File: src/swmm_pkg.sv
`default_nettype none
package swmm_pkg;

    localparam int WINDOW_DEPTH_DEF = 64;
    localparam int SAMPLE_W         = 32;
    localparam int COUNT_W          = 7;
    localparam int MEAN_W           = 36;
    localparam int FRAC_W           = 4;

    // sample moving down the chain
    typedef struct packed {
        logic                vld;
        logic [SAMPLE_W-1:0] data;
    } t_cell_data;

    // running extremes moving down the chain
    typedef struct packed {
        logic [SAMPLE_W-1:0] mn;
        logic [SAMPLE_W-1:0] mx;
    } t_wave;

    typedef enum logic {
        ST_IDLE,
        ST_RUN
    } t_state;

endpackage
`default_nettype wire

File: src/swmm_cell.sv
`default_nettype none
module swmm_cell
    import swmm_pkg::*;
(
    input  wire         i_clk,
    input  wire         i_rst_n,
    input  wire         i_shift,
    input  wire t_cell_data i_dat,
    input  wire t_wave  i_wav,
    output t_cell_data  o_dat,
    output t_wave       o_wav
);

    logic                r_vld;
    logic [SAMPLE_W-1:0] r_data;
    t_wave               r_wav;
    t_wave               n_wav;

    always_comb begin
        n_wav = i_wav;
        if (r_vld) begin
            n_wav.mn = (r_data < i_wav.mn) ? r_data : i_wav.mn;
            n_wav.mx = (r_data > i_wav.mx) ? r_data : i_wav.mx;
        end
    end

    always_ff @(posedge i_clk) begin
        if (!i_rst_n) begin
            r_vld <= 1'b0;
        end else if (i_shift) begin
            r_vld <= i_dat.vld;
        end
    end

    always_ff @(posedge i_clk) begin
        if (i_shift) begin
            r_data <= i_dat.data;
        end
        r_wav <= n_wav;
    end

    assign o_dat = '{vld: r_vld, data: r_data};
    assign o_wav = r_wav;

endmodule
`default_nettype wire

File: config.mk
export PLATFORM = sky130hd
export DESIGN_NAME = swmm_cell
export DESIGN_NICKNAME = d
export VERILOG_FILES = /design/src/swmm_pkg.sv /design/src/swmm_cell.sv
export SDC_FILE = /design/constraint.sdc
export NUM_CORES = 1
export LEC_CHECK = 0
export CAP_MARGIN = 15
export CORE_ASPECT_RATIO = 1.5
export CORE_MARGIN = 1.5
export CORE_UTILIZATION = 40
export DETAILED_ROUTE_END_ITERATION = 7
export DONT_BUFFER_PORTS = 1
export HOLD_SLACK_MARGIN = 0.06
export SYNTH_ARGS = -nofsm -noshare
export SYNTH_HDL_FRONTEND = slang
export SYNTH_SLANG_ARGS = --single-unit
File: constraint.sdc
create_clock -name i_clk -period 3.5 [get_ports i_clk]
set_input_delay 0.7 -clock i_clk [delete_from_list [all_inputs] [get_ports i_clk]]
set_output_delay 0.7 -clock i_clk [all_outputs]
set_load 0.01 [all_outputs]
# After elaboration in Yosys (flattened, before gate mapping)

Index checks and enable logic that the tools add are counted.

Bitwise operators: 0
Reductions and logical operators: 0
Eq/ne operators: 0
Mux-type cells: 3
Shift-type cells: 0
Magnitude comparators: 2
Divide/modulo/power cells: 0
Multiply operators: 0
Add/sub/neg operators: 0

Operator list:

| operator                    | number |
|---|---|
| two-way mux 32 bit          | 2 |
| two-way mux 64 bit          | 1 |
| > comparator 32 bit         | 1 |
| less-than comparator 32 bit | 1 |

Memories: 0
Bits in registers: 97
Logic and storage cells: 9
Memory bits (writable): 0
Output and inout bits: 97
Input bits: 100
Bits in read-only memories: 0
Bits in latches: 0

# Longest topological paths before layout

Depth in word-level cells: 3
Mapped depth: 9
Gate-level depth less buffers: 8

# Least setup slack after synthesis

OpenSTA, ideal clock, no wires.

Path kind: in2reg
From: in i_wav[45] in the netlist's numbering
To: reg r_wav (netlist bit o_wav[34])
Setup time: 0.121 ns
Path buffers: 1
Arrival: 2.757 ns
Path slack: 0.622 ns
Stages on the path: 9
Required time: 3.379 ns
Cells stage by stage: inv_1 -> ha_1 -> a21o_1 -> a21o_1 -> a221o_1 -> a211o_1 -> a211oi_4 -> buf_6 -> mux2_2

RTL lines:

| what                 | RTL line        | source |
|---|---|---|
| from (decl)          | swmm_cell.sv:9  | `input wire t_wave i_wav,` |
| to (signal assigned) | swmm_cell.sv:39 | `r_wav <= n_wav;` |
| to (decl)            | swmm_cell.sv:16 | `t_wave r_wav;` |

==> metrics.cfg <==
[status]
status = complete, no violations

[yosys]
syn_inst = 398
synthFlopType = dfxtp_1
synth_cell_type_count = 35
synth_xor_area_share_pct = 0
yosys_warnings = 0
synth_top_family_by_area = adder cells
syn-num-nets = 561
synth_edf_count = 32
synth_top_cell_by_area = dfxtp_1
synth-async-reset-ratio_pct = 0
synth-simple-area-share_pct = 5.52
synth_area_leaders = dfxtp_1 28%, edfxtp_1 20%, ha_1 17%, mux2_2 14%, inv_1 5.2%
synth_common_cells = 65 x dfxtp_1, 65 x inv_1, 63 x ha_1, 60 x mux2_2, 32 x edfxtp_1
synth_area_um2 = 4700
ys_seq_area_share_pct = 48.2
ys_ff_latch = 97
synthMuxAreaShare_pct = 15.6
synth_fa_ha_area_share_pct = 16.8
synth_compound_area_share_pct = 7.17
synth_top_cell_area_share_pct = 27.7
syn_area_per_cell_um2 = 11.8

[setup_path]
reg2reg_depth = 8
critPathMaxFanout = 15
start_kind = register
arrival_ps = 3150
cpPeakStageDelay_ps = 660
crit_required_ps = 3720
endpoint_kind = register
r2r_slack_ps = 580
r2r-start = r_data[14]
crit_type = reg -> reg
worstSetupStartpoint = r_data[14]
slowest_stage = or4_1
path_cells = ha_1, nand4_1, or4_1, o21ai_1, a21oi_1, a31oi_4, buf_4, mux2_2
rr_endpoint = o_wav[1]

[timing]
fmax_ghz = 0.342
clock_skew_ps = 7.75
fin_crit_sh_pct = 83.6
post-route-min-period_ps = 2920
hold_violations = 0
finalMaxSlewViolations = 0
worstMarginPinSlew_ps = 637
setup_tns_ps = 0
relSlewSlack_pct = 57.1
setup_violations = 0
fin_hold_ws_ps = 454
rsz0062_at_grt = false

[final_layout]
n_fill_cell = 1075
synthToLayoutAreaGrowth_pct = 10.2
drive_above_1_share_pct = 19.5
antenna_cells = 0
fin_nets = 569

[cts]
clock_latency_ps = 340
cts_tree = built
clock_sinks = 97
root_buffer = clkbuf_16
cts_max_path_buffers = 2
cts.clk_slew.worst_paths_ps = 70
cts_hold_buf = 0
numCtsBuffers = 9
htree_levels = 3
cts_resized = 0
post_cts_buffers = 0

[power]
p_leak_nw = 2.33
p_per_area_nw_per_um2 = 537
ir_drop_mv = 0.249

[flow_run]
drv_cap = 0

[global_route]
antenna_found_initial = 0
grt_max_degree = 34
grt_use_total_pct = 18.2
grt_pass1_wl_um = 17300
grt_pass1_vias = 3360
overflow = 0

[floorplan]
die_width_um = 91.5
die-area_um2 = 12400
die_h_um = 136
io_pins = 197
initial_utilization_pct = 40.9
num_rows = 48
core_um2 = 11500

[route]
first_pass_iters = 4
wl_per_cell_um = 19.6
avgViaCountPerCell = 5.35
drt_iter0_drc = 68
drc = 0
antenna_left = 0
wirelength_um = 11000
num_vias = 3004

[placed_design]
dpl.hpwl_um = 8820
gp_congestion = 0.784
port-buffer-count = 0

[min_path]
min_delay_path_depth = 0
hp-start = i_dat[4]
min_to = r_data[4]
hp-class = in -> reg

-- report_power, final --
part,switching (mW),internal (mW)
sequential,0.119,1.26
clock,0.404,0.699
combinational,0.145,0.150
-- per-layer routing --
layer  vias to the layer above  GRT usage [%]  part of all wire (%)
met5                         -              0                     0
met4                         0           7.73                   3.0
met3                        23           6.62                   9.0
met2                       143           34.3                    55
met1                      1405           17.5                    33
li1                       1433              -                     -
-- worst max-delay path by stage --
| stage | endpoint | slack (ps) |
|---|---|---|
| after floorplan | o_wav[34] | 620 |
| after global placement | o_wav[7] | 400 |
| after detailed placement | o_wav[1] | 390 |
| after CTS | o_wav[1] | 540 |
| after global routing | o_wav[1] | 350 |
| final | o_wav[1] | 580 |
-- final cells by class --
class	instances	area, um2	share of cell area (%)
clock buffers	11	233	4.50
clock inverters	5	104	2.01
inverters	65	244	4.71
multi-input cells	229	2110	40.9
flip-flops and latches	97	2260	43.7
well taps	150	188	3.63
repair buffers	4	30.0	0.580
-- placed cells by master (no fill, tap or decap), drive strengths merged --
master / count
a21oi: 26
a211oi: 1
a211o: 1
mux2i: 1
nand3: 4
o21a: 1
nor2: 6
nand4: 10
o21ai: 9
bufinv: 3
a221oi: 1
and3: 2
a2111oi: 1
edfxtp: 32
or3: 1
inv: 65
mux2: 64
a21o: 5
buf: 4
nor2b: 3
clkbuf: 11
nand2: 14
and4: 2
nor4: 2
a221o: 2
o211ai: 1
nor3: 1
dfxtp: 65
a31oi: 1
o22ai: 1
nand2b: 1
a22oi: 2
clkinv: 2
ha: 63
or4: 3
-- logic make-up (layout without fill, tap and decap cells) --
family | Yosys count | in the layout
simple gates | 49 | 49
fa+ha+maj | 63 | 63
buf+inv | 72 | 85
flops | 97 | 97
mux | 65 | 65
compound gates | 52 | 52
-- flip-flops by register name, summed over array words and instances, names as in the netlist --
register	flops
r_vld	1
r_data	32
o_wav	64
-- stage by stage --
stage          power, mW  instance area, um2  util, %  instances  setup WS (ps)
6_report            2.78                5170     45.1        561            576
5_1_grt             2.91                5170     45.1        561            350
4_1_cts             2.82                5170     45.1        561            543
3_5_place_dp        1.71                4840     42.2        545            385
3_3_place_gp        1.69                4840     42.2        545            398
2_1_floorplan       1.61                4700        -        398            622
-- worst max-delay path: cells and delay by family, from the launching register on --
family,cells,cell delay [ps]
fa+ha+maj,1,370
flops,1,510
compound gates,3,410
mux,1,380
buf+inv,1,290
simple gates,2,840
Power figures use the tool's default switching activity.
