[src/swmm_pkg.sv]
`default_nettype none
package swmm_pkg;

    localparam int WINDOW_DEPTH_DEF = 64;
    localparam int SAMPLE_W         = 32;
    localparam int COUNT_W          = 7;
    localparam int MEAN_W           = 36;
    localparam int FRAC_W           = 4;

    // sample moving down the chain
    typedef struct packed {
        logic                vld;
        logic [SAMPLE_W-1:0] data;
    } t_cell_data;

    // running extremes moving down the chain
    typedef struct packed {
        logic [SAMPLE_W-1:0] mn;
        logic [SAMPLE_W-1:0] mx;
    } t_wave;

    typedef enum logic {
        ST_IDLE,
        ST_RUN
    } t_state;

endpackage
`default_nettype wire

[src/swmm_div.sv]
`default_nettype none
module swmm_div
    import swmm_pkg::*;
#(
    parameter int DW = 42,
    parameter int CW = 7
) (
    input  wire           i_clk,
    input  wire           i_rst_n,
    input  wire           i_start,
    input  wire  [DW-1:0] i_dividend,
    input  wire  [CW-1:0] i_divisor,
    output logic          o_busy,
    output logic [DW-1:0] o_quo
);

    localparam int NW = $clog2(DW + 1);

    logic [NW-1:0] r_cnt;
    logic [CW-1:0] r_rem;
    logic [CW-1:0] r_div;
    logic [DW-1:0] r_quo;
    logic [CW:0]   w_sh;
    logic [CW:0]   w_diff;
    logic          w_ge;

    // restoring divide, one quotient bit per cycle
    assign w_sh   = {r_rem, r_quo[DW-1]};
    assign w_ge   = w_sh >= {1'b0, r_div};
    assign w_diff = w_sh - {1'b0, r_div};

    always_ff @(posedge i_clk) begin
        if (!i_rst_n) begin
            r_cnt <= '0;
        end else if (i_start) begin
            r_cnt <= NW'(DW);
        end else if (r_cnt != '0) begin
            r_cnt <= r_cnt - 1'b1;
        end
    end

    always_ff @(posedge i_clk) begin
        if (i_start) begin
            r_rem <= '0;
            r_div <= i_divisor;
            r_quo <= i_dividend;
        end else if (r_cnt != '0) begin
            r_rem <= w_ge ? w_diff[CW-1:0] : w_sh[CW-1:0];
            r_quo <= {r_quo[DW-2:0], w_ge};
        end
    end

    assign o_busy = r_cnt != '0;
    assign o_quo  = r_quo;

endmodule
`default_nettype wire

[config.mk]
export PLATFORM = sky130hd
export DESIGN_NAME = swmm_div
export DESIGN_NICKNAME = d
export VERILOG_FILES = /design/src/swmm_pkg.sv /design/src/swmm_div.sv
export SDC_FILE = /design/constraint.sdc
export NUM_CORES = 1
export LEC_CHECK = 0
export BUFFER_PORTS_ARGS = -buffer_cell sky130_fd_sc_hd__buf_4
export CAP_MARGIN = 20
export CELL_PAD_IN_SITES_DETAIL_PLACEMENT = 1
export CELL_PAD_IN_SITES_GLOBAL_PLACEMENT = 2
export CORE_ASPECT_RATIO = 1.2
export CORE_MARGIN = 4
export CORE_UTILIZATION = 36
export DETAILED_ROUTE_END_ITERATION = 6
export PLACE_DENSITY_LB_ADDON = 0.1
export SLEW_MARGIN = 20
export SYNTH_ARGS = -nofsm -noshare
export SYNTH_HDL_FRONTEND = slang
export SYNTH_SLANG_ARGS = --single-unit
[constraint.sdc]
create_clock -name i_clk -period 9.1 [get_ports i_clk]
set_input_delay 2.73 -clock i_clk [delete_from_list [all_inputs] [get_ports i_clk]]
set_output_delay 2.73 -clock i_clk [all_outputs]
set_load 0.02 [all_outputs]
[Yosys cells after proc, flatten, opt, wreduce, memory -nomap -nowiden]
Cells that the tools add are included.
Widths: inputs -> output; s select.
Storage, ports and cells
  output and inout port bits: 43
  word-level logic and storage cells: 17
  register bits: 62
  bits of input ports: 52
Cells by class
  $add $sub $neg: 2
  bitwise gates (word level): 1
  $lt $le $gt $ge: 1
  mux-type cells: 5
  reduce and logical (&&, ||, !) cells: 3
Operators with widths (count)
  $mux 42: 2
  $mux 6: 2
  $ge 8x7->1: 1
  $mux 7: 1
  $sub 7x7->7: 1
  $reduce_bool 6->1: 1
  $sub 6x1->6 const B: 1
  $reduce_bool 2->1: 1
  $reduce_or 2->1: 1
  $not 1->1: 1

[Depth between registers and ports, before layout]
Gate-level depths: netlist of the first run.
  depth after elaboration: 3
  mapped depth: 9
  mapped depth without buffers: 8

[Worst setup path after synthesis of the first run]
OpenSTA, ideal clock, no wires.
  kind: in2reg
  start: input i_start
  end: register r_quo[0] (netlist: o_quo[0]) (enable)
  path buffers: 2
  path slack: 4.266 ns
  arrival time: 4.428 ns
  required time: 8.694 ns
  setup time: 0.406 ns
  stages: 3
  path through: clkbuf_1 -> clkbuf_1 -> nand2b_1
On the way
  longest elaborated chain between the ends: 1
RTL lines
  start, declared: RTL line swmm_div.sv:10  | input wire i_start,
  $reduce_bool 2->1 (no source line)
  end signal, assigned: RTL line swmm_div.sv:46  | r_quo <= i_dividend;
  end signal, assigned: RTL line swmm_div.sv:49  | r_quo <= {r_quo[DW-2:0], w_ge};
  end, declared: RTL line swmm_div.sv:22  | logic [DW-1:0] r_quo;
No other way between the ends.
A chain may end at the register's enable or synchronous reset.

[Worst setup path in the final report of the first run]
  start: register r_cnt[0]
  end: output o_busy
On the way
  longest elaborated chain between the ends: 1
RTL lines
  start, declared: RTL line swmm_div.sv:19  | logic [NW-1:0] r_cnt;
  start signal, assigned: RTL line swmm_div.sv:36  | r_cnt <= NW'(DW);
  start signal, assigned: RTL line swmm_div.sv:38  | r_cnt <= r_cnt - 1'b1;
  $reduce_bool 6->1: RTL line swmm_div.sv:53  | assign o_busy = r_cnt != '0;
  end, declared: RTL line swmm_div.sv:13  | output logic o_busy,
No other way between the ends.

==> results of run 1 <==
worst paths after layout:
check | slack (ns) | cells after the start | startpoint | endpoint
worst min-delay path | 0.50 | 2 | r_rem[6] | r_rem[6]
worst max register to register | 6.77 | 9 | o_quo[41] | r_rem[2]
worst min register to register | 0.50 | 2 | r_rem[6] | r_rem[6]
worst max-delay path | 4.28 | 6 | r_cnt[0] | o_busy
cell families after synthesis:
group           Yosys count
xor+xnor                  6
mux                      49
compound gates           27
fa+ha+maj                10
simple gates             41
buf+inv                  24
flops                    62
layer usage:
metal,vias to the layer above,track usage [%],share of wire [%]
met4,0,6.466,1.3
met1,992,16.63,40
li1,1004,-,-
met5,-,0,0
met3,8,4.755,6.9
met2,47,24.09,52
final cells by class:
class	count	area share (%)
repair buffers	95	17.82
well taps	95	2.971
clock inverters	7	2.814
inverters	16	1.501
clock buffers	9	3.096
multi-input cells	133	28.52
flip-flops and latches	62	43.28
registers in the layout, indices dropped and copies added, names as in the netlist:
name / flops
r_cnt: 6
r_div: 7
o_quo: 42
r_rem: 7
cell usage after synthesis (all sizes together):
master,instances
nand3,2
or4,1
xor2,3
mux2,42
a211oi,7
a21oi,9
nor2b,1
nand2b,5
nand4,1
edfxtp,49
nand4b,1
dfxtp,13
o31a,1
o311ai,1
nor2,18
fa,1
ha,9
buf,5
a221oi,1
o21ai,3
a21o,1
nand2,3
xnor2,3
nor3,8
a31o,1
inv,16
clkbuf,3
mux2i,7
o21a,2
a31oi,1
nor4,1
power breakdown:
| part | total (mW) | switching [mW] | internal [mW] |
|---|---|---|---|
| Combinational | 0.363 | 0.193 | 0.170 |
| Clock | 0.291 | 0.111 | 0.180 |
| Sequential | 0.410 | 0.0376 | 0.372 |
worst max-delay path, cell delays in order, from the launching register on:
cell and delay (ns):
sky130_fd_sc_hd__dfxtp_1 0.31, sky130_fd_sc_hd__inv_1 0.11, sky130_fd_sc_hd__ha_1 0.21, sky130_fd_sc_hd__nand2b_4 0.07
sky130_fd_sc_hd__nor4_4 0.40, sky130_fd_sc_hd__inv_1 0.37, sky130_fd_sc_hd__buf_4 0.27
==> flow_summary.ini, run 1 <==
[cts]
post_cts.repair.setup_buffers = 0
tritoncts = done
clkSinkCount = 62
post_cts_hold_fix_bufs = 0
clk_pin_slew_worst_paths_ns = 0.07
clock_tree.buffer_depth = 2
root_buffer = sky130_fd_sc_hd__clkbuf_8
insertion_delay_ns = 0.33
cts_resized = 0
htree_num_levels = 3
clock_buffers_created_by_tritoncts = 9

[placement]
dpl-instance-area_sq_um = 3765
gp_congestion = 0.7120
dp_hpwl_microns = 4940
dp_slack_ns = 4.335
port-buffer-count = 94
numPlacedInstances = 401

[synthesis]
synth_seq_cells = 62
post_synth_and_or_nand_nor_area_fraction_pct = 7.401
seq_area_frac_synth_pct = 58.20
synth_largest_type_area_fraction_pct = 49.45
synthDominantAreaCellType = sky130_fd_sc_hd__edfxtp_1
yosys-mux-area-fraction_pct = 18.38
synth_top_cells_by_area = sky130_fd_sc_hd__edfxtp_1, sky130_fd_sc_hd__mux2_2, sky130_fd_sc_hd__dfxtp_1, sky130_fd_sc_hd__ha_1, sky130_fd_sc_hd__mux2i_1
synth_cells = 219
complex_gate_fraction_of_the_synthesized_area_pct = 6.266
largest_family_of_logic_cells_by_synthesized_area = multiplexers
mappedNetlistNets = 281
synth_adder_area_share_pct = 4.458
avgSynthCellArea_sq_um = 13.59
syn-cell-area_sq_um = 2975
synth.yosys.warnings = 0
synthXorXnorAreaFrac_pct = 1.766
yosys.cell_types.count = 37

[hold_path]
hold_path.class = flop to flop

[timing]
hold_viol = 0
worst-slew-pin-transition_ns = 1.052
whs_ns = 0.5045
finalSetupViolCount = 0
rsz0062_at_grt = no
timing.slew.headroom_pct = 29.88
post-route-period-util_pct = 52.95
totalNegativeSetupSlack_ns = 0
period_minus_slack_ns = 4.818
final.setup_skew_ns = 0.007477
maxClockFrequency_ghz = 0.2076
slew_viol_final = 0
postLayoutSetupSlackWorst_ns = 4.282

[grt]
number_of_antenna_violations_at_the_first_check_in_global_routing = 0
grt_first_pass_wirelength_microns = 10900
grt_start_max_net_pins = 64
global_route.overflow_total = 0
grt_util_all_layers_pct = 14.35
via_count_of_the_first_global_routing_pass = 2281

[route]
initialDrtViolationCount = 55
remaining_drc_errors = 0
wirelength_microns = 6811
post_drt_wl_per_cell_microns = 16.33
routed-via-count = 2051
final_ant_viol_nets = 0
dr.pass1.iters = 4
detail_route.vias_per_cell = 4.918

[floorplan]
core_sq_um = 8108
die_h_microns = 107.6
num_io_pins = 95
dieWidth_microns = 90.99
std_cell_rows = 36
design.die.area_sq_um = 9790
initial_core_util_pct = 36.70

[finish]
final_cell_mix = sky130_fd_sc_hd__buf_4, sky130_fd_sc_hd__edfxtp_1, sky130_fd_sc_hd__mux2_2, sky130_fd_sc_hd__nor2_1, sky130_fd_sc_hd__inv_1
utilization_pct = 49.35
layout-drive-gt1-share_pct = 49.07
net_count_final = 379
mostFrequentLayoutCell = sky130_fd_sc_hd__buf_4
area_growth_pct = 34.48
seq_area_sq_um = 1732
postLayoutCellArea_sq_um = 4001
stdcell_count = 417
antenna_cells = 0
final.fill_count = 846
area_of_the_multi_input_gates_sq_um = 1141

[job]
drv_cap = 0

[power_and_ir_drop]
power.density_cell_area_nw_per_um2 = 265.9
p_leak_nw = 1.682
maximum_vdd_ir_drop_v = 0.0001440
report.power.total_mw = 1.064

[critical_path]
cp_data_required_time_ns = 6.37
type_of_destination_of_the_critical_path = output pin
critical_path_arrival_ns = 2.09
timing_worst_setup_path_type = flop to output pin
start_kind = flop
worstPathMaxFanout = 16

[status]
status = finished clean
No activity file was read; power rests on OpenSTA's default activity.
==> inputs of run 2 (changes only) <==
--- a/config.mk
+++ b/config.mk
@@ -11,7 +11,7 @@
 export CELL_PAD_IN_SITES_GLOBAL_PLACEMENT = 2
 export CORE_ASPECT_RATIO = 1.2
 export CORE_MARGIN = 4
-export CORE_UTILIZATION = 36
+export CORE_UTILIZATION = 30
 export DETAILED_ROUTE_END_ITERATION = 6
 export PLACE_DENSITY_LB_ADDON = 0.1
 export SLEW_MARGIN = 20
==> constraint.sdc (replaced) <==
create_clock -name i_clk -period 4.2 [get_ports i_clk]
set_input_delay 1.26 -clock i_clk [delete_from_list [all_inputs] [get_ports i_clk]]
set_output_delay 1.26 -clock i_clk [all_outputs]
set_load 0.02 [all_outputs]
==> flow_summary.ini, run 2 (synthesis gave the netlist of run 1 again) <==
[route]
detail_route.vias_per_cell = 4.622
dr.pass1.iters = 3
initialDrtViolationCount = 65
post_drt_wl_per_cell_microns = 15.64
wirelength_microns = 6993
final_ant_viol_nets = 0
remaining_drc_errors = 0
routed-via-count = 2066

[cts]
clock_tree.buffer_depth = 2
clock_buffers_created_by_tritoncts = 9
tritoncts = done
cts_resized = 0
post_cts.repair.setup_buffers = 0
htree_num_levels = 3
post_cts_hold_fix_bufs = 0
insertion_delay_ns = 0.32
root_buffer = sky130_fd_sc_hd__clkbuf_16
clk_pin_slew_worst_paths_ns = 0.05
clkSinkCount = 62

[timing]
post-route-period-util_pct = 73.94
rsz0062_at_grt = no
timing.slew.headroom_pct = 48.09
finalSetupViolCount = 0
totalNegativeSetupSlack_ns = 0
slew_viol_final = 0
hold_viol = 0
period_minus_slack_ns = 3.106
maxClockFrequency_ghz = 0.3220
worst-slew-pin-transition_ns = 0.7727
final.setup_skew_ns = 0.004589

[grt]
grt_start_max_net_pins = 64
number_of_antenna_violations_at_the_first_check_in_global_routing = 0
via_count_of_the_first_global_routing_pass = 2252
grt_first_pass_wirelength_microns = 11090
grt_util_all_layers_pct = 12.44
global_route.overflow_total = 0

[finish]
layout-drive-gt1-share_pct = 48.77
largest_register_ff_count = 42
antenna_cells = 0
net_count_final = 381
area_growth_pct = 37.72
final_cell_mix = sky130_fd_sc_hd__buf_4, sky130_fd_sc_hd__edfxtp_1, sky130_fd_sc_hd__mux2_2, sky130_fd_sc_hd__nor2_1, sky130_fd_sc_hd__inv_1
postLayoutCellArea_sq_um = 4098
mostFrequentLayoutCell = sky130_fd_sc_hd__buf_4

[placement]
gp_congestion = 0.6815
port-buffer-count = 94
dp_hpwl_microns = 5066
dpl-instance-area_sq_um = 3815

[floorplan]
dieWidth_microns = 98.91
num_io_pins = 95
design.die.area_sq_um = 11580
initial_core_util_pct = 30.95
std_cell_rows = 39
die_h_microns = 117.1
core_sq_um = 9613

[power_and_ir_drop]
pwr-share-comb_pct = 33.1
report.power.total_mw = 2.381
maximum_vdd_ir_drop_v = 0.0002114
seq_power_share_pct = 37.2
cell_internal_pwr_mw = 1.633
p_leak_nw = 1.716
p_sw_share_pct = 31.41
power.density_cell_area_nw_per_um2 = 581.1
power.switching_uw = 747.9
power.share.clock_pct = 29.7

[critical_path]
worstPathMaxFanout = 16
register_to_register_setup_slack_ns = 1.79
type_of_destination_of_the_critical_path = output pin
crit_slowest_cell = sky130_fd_sc_hd__inv_1
max_stage_delay_ns = 0.35
cp_data_required_time_ns = 2.94
crit_chain = inv_1, ha_1, nand2b_4, nor4_4, buf_4, inv_1, buf_4
start_kind = flop
critical_path_arrival_ns = 1.85
worstRegToRegCells = 9
timing_worst_setup_path_type = flop to output pin

[hold_path]
min_path_cells = 2
hold_path.class = flop to flop

[job]
drv_cap = 0

[status]
status = finished clean
-- run 2: area by class of cell --
type | instances | area [sq um]
Fill cell | 1024 | 5515
Sequential cell | 62 | 1732
Multi-Input combinational cell | 133 | 1141
Timing Repair Buffer | 97 | 728.2
Clock buffer | 11 | 232.7
Tap cell | 123 | 153.9
Inverter | 16 | 60.06
Clock inverter | 5 | 50.05
-- run 2: stage by stage --
step | hold slack, ns | setup slack (ns) | cells | util [%]
after floorplan | 0.4785 | 0.8365 | 219 | -
after global placement | 0.5099 | 1.182 | 431 | 39.68
after detailed placement | 0.5025 | 1.164 | 431 | 39.68
after CTS | 0.5104 | 1.059 | 447 | 42.63
after global routing | 0.5421 | 0.9278 | 447 | 42.63
final | 0.4999 | 1.094 | 447 | 42.63
-- run 2: final timing paths --
check / start / endpoint
max: r_cnt[0] / o_busy
min: r_rem[6] / r_rem[6]
max reg2reg: o_quo[41] / r_rem[3]
min reg2reg: r_rem[6] / r_rem[6]
-- run 2: power groups by stage --
stage | registers, mW | clock network (mW) | logic, mW
global route | 0.904 | 0.757 | 0.886
detailed placement | 0.900 | 0 | 0.808
global placement | 0.902 | 0 | 0.800
finish | 0.887 | 0.708 | 0.787
floorplan | 0.973 | 0 | 0.457
CTS | 0.892 | 0.732 | 0.810
-- run 2: worst max-delay path, delay by kind of cell, from the launching register on --
| family | cells | cell delay [ns] |
|---|---|---|
| fa+ha+maj | 1 | 0.24 |
| buf+inv | 4 | 0.84 |
| flops | 1 | 0.33 |
| simple gates | 2 | 0.12 |
-- run 2: per-layer routing --
metal | part of all wire, % | up-vias | global-route usage [%]
li1 | - | 1009 | -
met3 | 7.3 | 7 | 5.394
met5 | 0 | - | 0
met2 | 51 | 50 | 20.65
met4 | 1.3 | 0 | 5.191
met1 | 40 | 1000 | 14.10
==> inputs of run 3 (changes only) <==
==> constraint.sdc (replaced) <==
create_clock -name i_clk -period 2.6 [get_ports i_clk]
set_input_delay 0.78 -clock i_clk [delete_from_list [all_inputs] [get_ports i_clk]]
set_output_delay 0.78 -clock i_clk [all_outputs]
set_load 0.02 [all_outputs]
==> flow_summary.ini, run 3 (synthesis gave the netlist of run 1 again) <==
[critical_path]
critical_path_arrival_ns = 2.48
start_kind = flop
timing_worst_setup_path_type = flop to flop
worstPathMaxFanout = 9
cp_data_required_time_ns = 2.85
type_of_destination_of_the_critical_path = flop
worstRegToRegCells = 8

[route]
wirelength_microns = 7179
post_drt_wl_per_cell_microns = 15.81
dr.pass1.iters = 4
detail_route.vias_per_cell = 4.678
remaining_drc_errors = 0
routed-via-count = 2124
initialDrtViolationCount = 73
final_ant_viol_nets = 0

[power_and_ir_drop]
cell_internal_pwr_mw = 2.672
power.switching_mw = 1.240
pwr-share-comb_pct = 34.1
report.power.total_mw = 3.913
power.density_cell_area_nw_per_um2 = 936.3
seq_power_share_pct = 36.6
p_sw_share_pct = 31.70
maximum_vdd_ir_drop_v = 0.0004151
p_leak_nw = 1.769
power.share.clock_pct = 29.2

[timing]
timing.slew.headroom_pct = 53.09
totalNegativeSetupSlack_ns = 0
whs_ns = 0.5147
maxClockFrequency_ghz = 0.4481
hold_viol = 0
period_minus_slack_ns = 2.232
finalSetupViolCount = 0
worst-slew-pin-transition_ns = 0.6998
rsz0062_at_grt = no
post-route-period-util_pct = 85.84
slew_viol_final = 0
final.setup_skew_ns = 0.004285

[cts]
post_cts_hold_fix_bufs = 0
tritoncts = done
clkSinkCount = 62
post_cts.repair.setup_buffers = 0
clk_pin_slew_worst_paths_ns = 0.05
cts_resized = 0
root_buffer = sky130_fd_sc_hd__clkbuf_16
clock_tree.buffer_depth = 2
htree_num_levels = 3
clock_buffers_created_by_tritoncts = 9
insertion_delay_ns = 0.32

[grt]
number_of_antenna_violations_at_the_first_check_in_global_routing = 0
grt_first_pass_wirelength_microns = 11350
global_route.overflow_total = 0
via_count_of_the_first_global_routing_pass = 2236
grt_util_all_layers_pct = 12.88
grt_start_max_net_pins = 36

[placement]
port-buffer-count = 94
gp_congestion = 0.6979
dp_hpwl_microns = 5449
numPlacedInstances = 438
dpl-instance-area_sq_um = 3897

[floorplan]
initial_core_util_pct = 30.95
num_io_pins = 95
core_sq_um = 9613
std_cell_rows = 39
design.die.area_sq_um = 11580
dieWidth_microns = 98.91
die_h_microns = 117.1

[finish]
largest_register_ff_count = 42
antenna_cells = 0
final_cell_mix = sky130_fd_sc_hd__buf_4, sky130_fd_sc_hd__edfxtp_1, sky130_fd_sc_hd__mux2_2, sky130_fd_sc_hd__nor2_1, sky130_fd_sc_hd__inv_1
stdcell_count = 454
net_count_final = 388
postLayoutCellArea_sq_um = 4179
area_growth_pct = 40.45
layout-drive-gt1-share_pct = 50.45
mostFrequentLayoutCell = sky130_fd_sc_hd__buf_4

[status]
status = finished clean

[hold_path]
min_path_cells = 2
hold_path.class = flop to flop

[job]
drv_cap = 0
[run 3: layout make-up]
cell class / instances / area, sq um
multi-input combinational: 133 / 1146
fill: 1059 / 5434
inverter: 16 / 60.06
clock inverter: 6 / 52.55
timing repair buffer: 104 / 805.8
sequential: 62 / 1732
clock buffer: 10 / 229.0
tap: 123 / 153.9
[run 3: worst paths after layout]
kind / endpoint / slack, ns / startpoint
max: r_rem[0] / 0.37 / o_quo[41]
max reg2reg: r_rem[0] / 0.37 / o_quo[41]
min: r_rem[6] / 0.51 / r_rem[6]
min reg2reg: r_rem[6] / 0.51 / r_rem[6]
[run 3: per-layer routing]
layer  GRT usage (%)  vias up  wire [microns]
met4           6.284        0             151
met3           4.742       11             501
met1           13.99     1025            2788
li1                -     1031               -
met5               0        -               0
met2           22.31       57            3737
[run 3: through the flow]
stage / utilization [%] / setup WS (ns)
2_1_floorplan: - / 0.1733
3_3_place_gp: 40.49 / -0.01236
3_5_place_dp: 40.54 / 0.3610
4_1_cts: 43.47 / 0.3418
5_1_grt: 43.47 / 0.1735
6_report: 43.47 / 0.3681
[run 3: power by group through the flow]
stage	clock network [mW]	logic, mW	registers (mW)
after floorplan	0	0.738	1.57
after global placement	0	1.35	1.45
after detailed placement	0	1.36	1.45
after CTS	1.19	1.36	1.44
after global routing	1.24	1.48	1.46
final	1.14	1.33	1.43
[run 3: critical path: stages (launching register included)]
cell and delay (ns):
sky130_fd_sc_hd__edfxtp_1 0.38, sky130_fd_sc_hd__inv_1 0.09, sky130_fd_sc_hd__ha_1 0.17, sky130_fd_sc_hd__fa_1 0.20, sky130_fd_sc_hd__nand2b_2 0.15, sky130_fd_sc_hd__a211oi_2 0.07, sky130_fd_sc_hd__nor3_2 0.54, sky130_fd_sc_hd__mux2_4 0.36
sky130_fd_sc_hd__a211oi_2 0.20
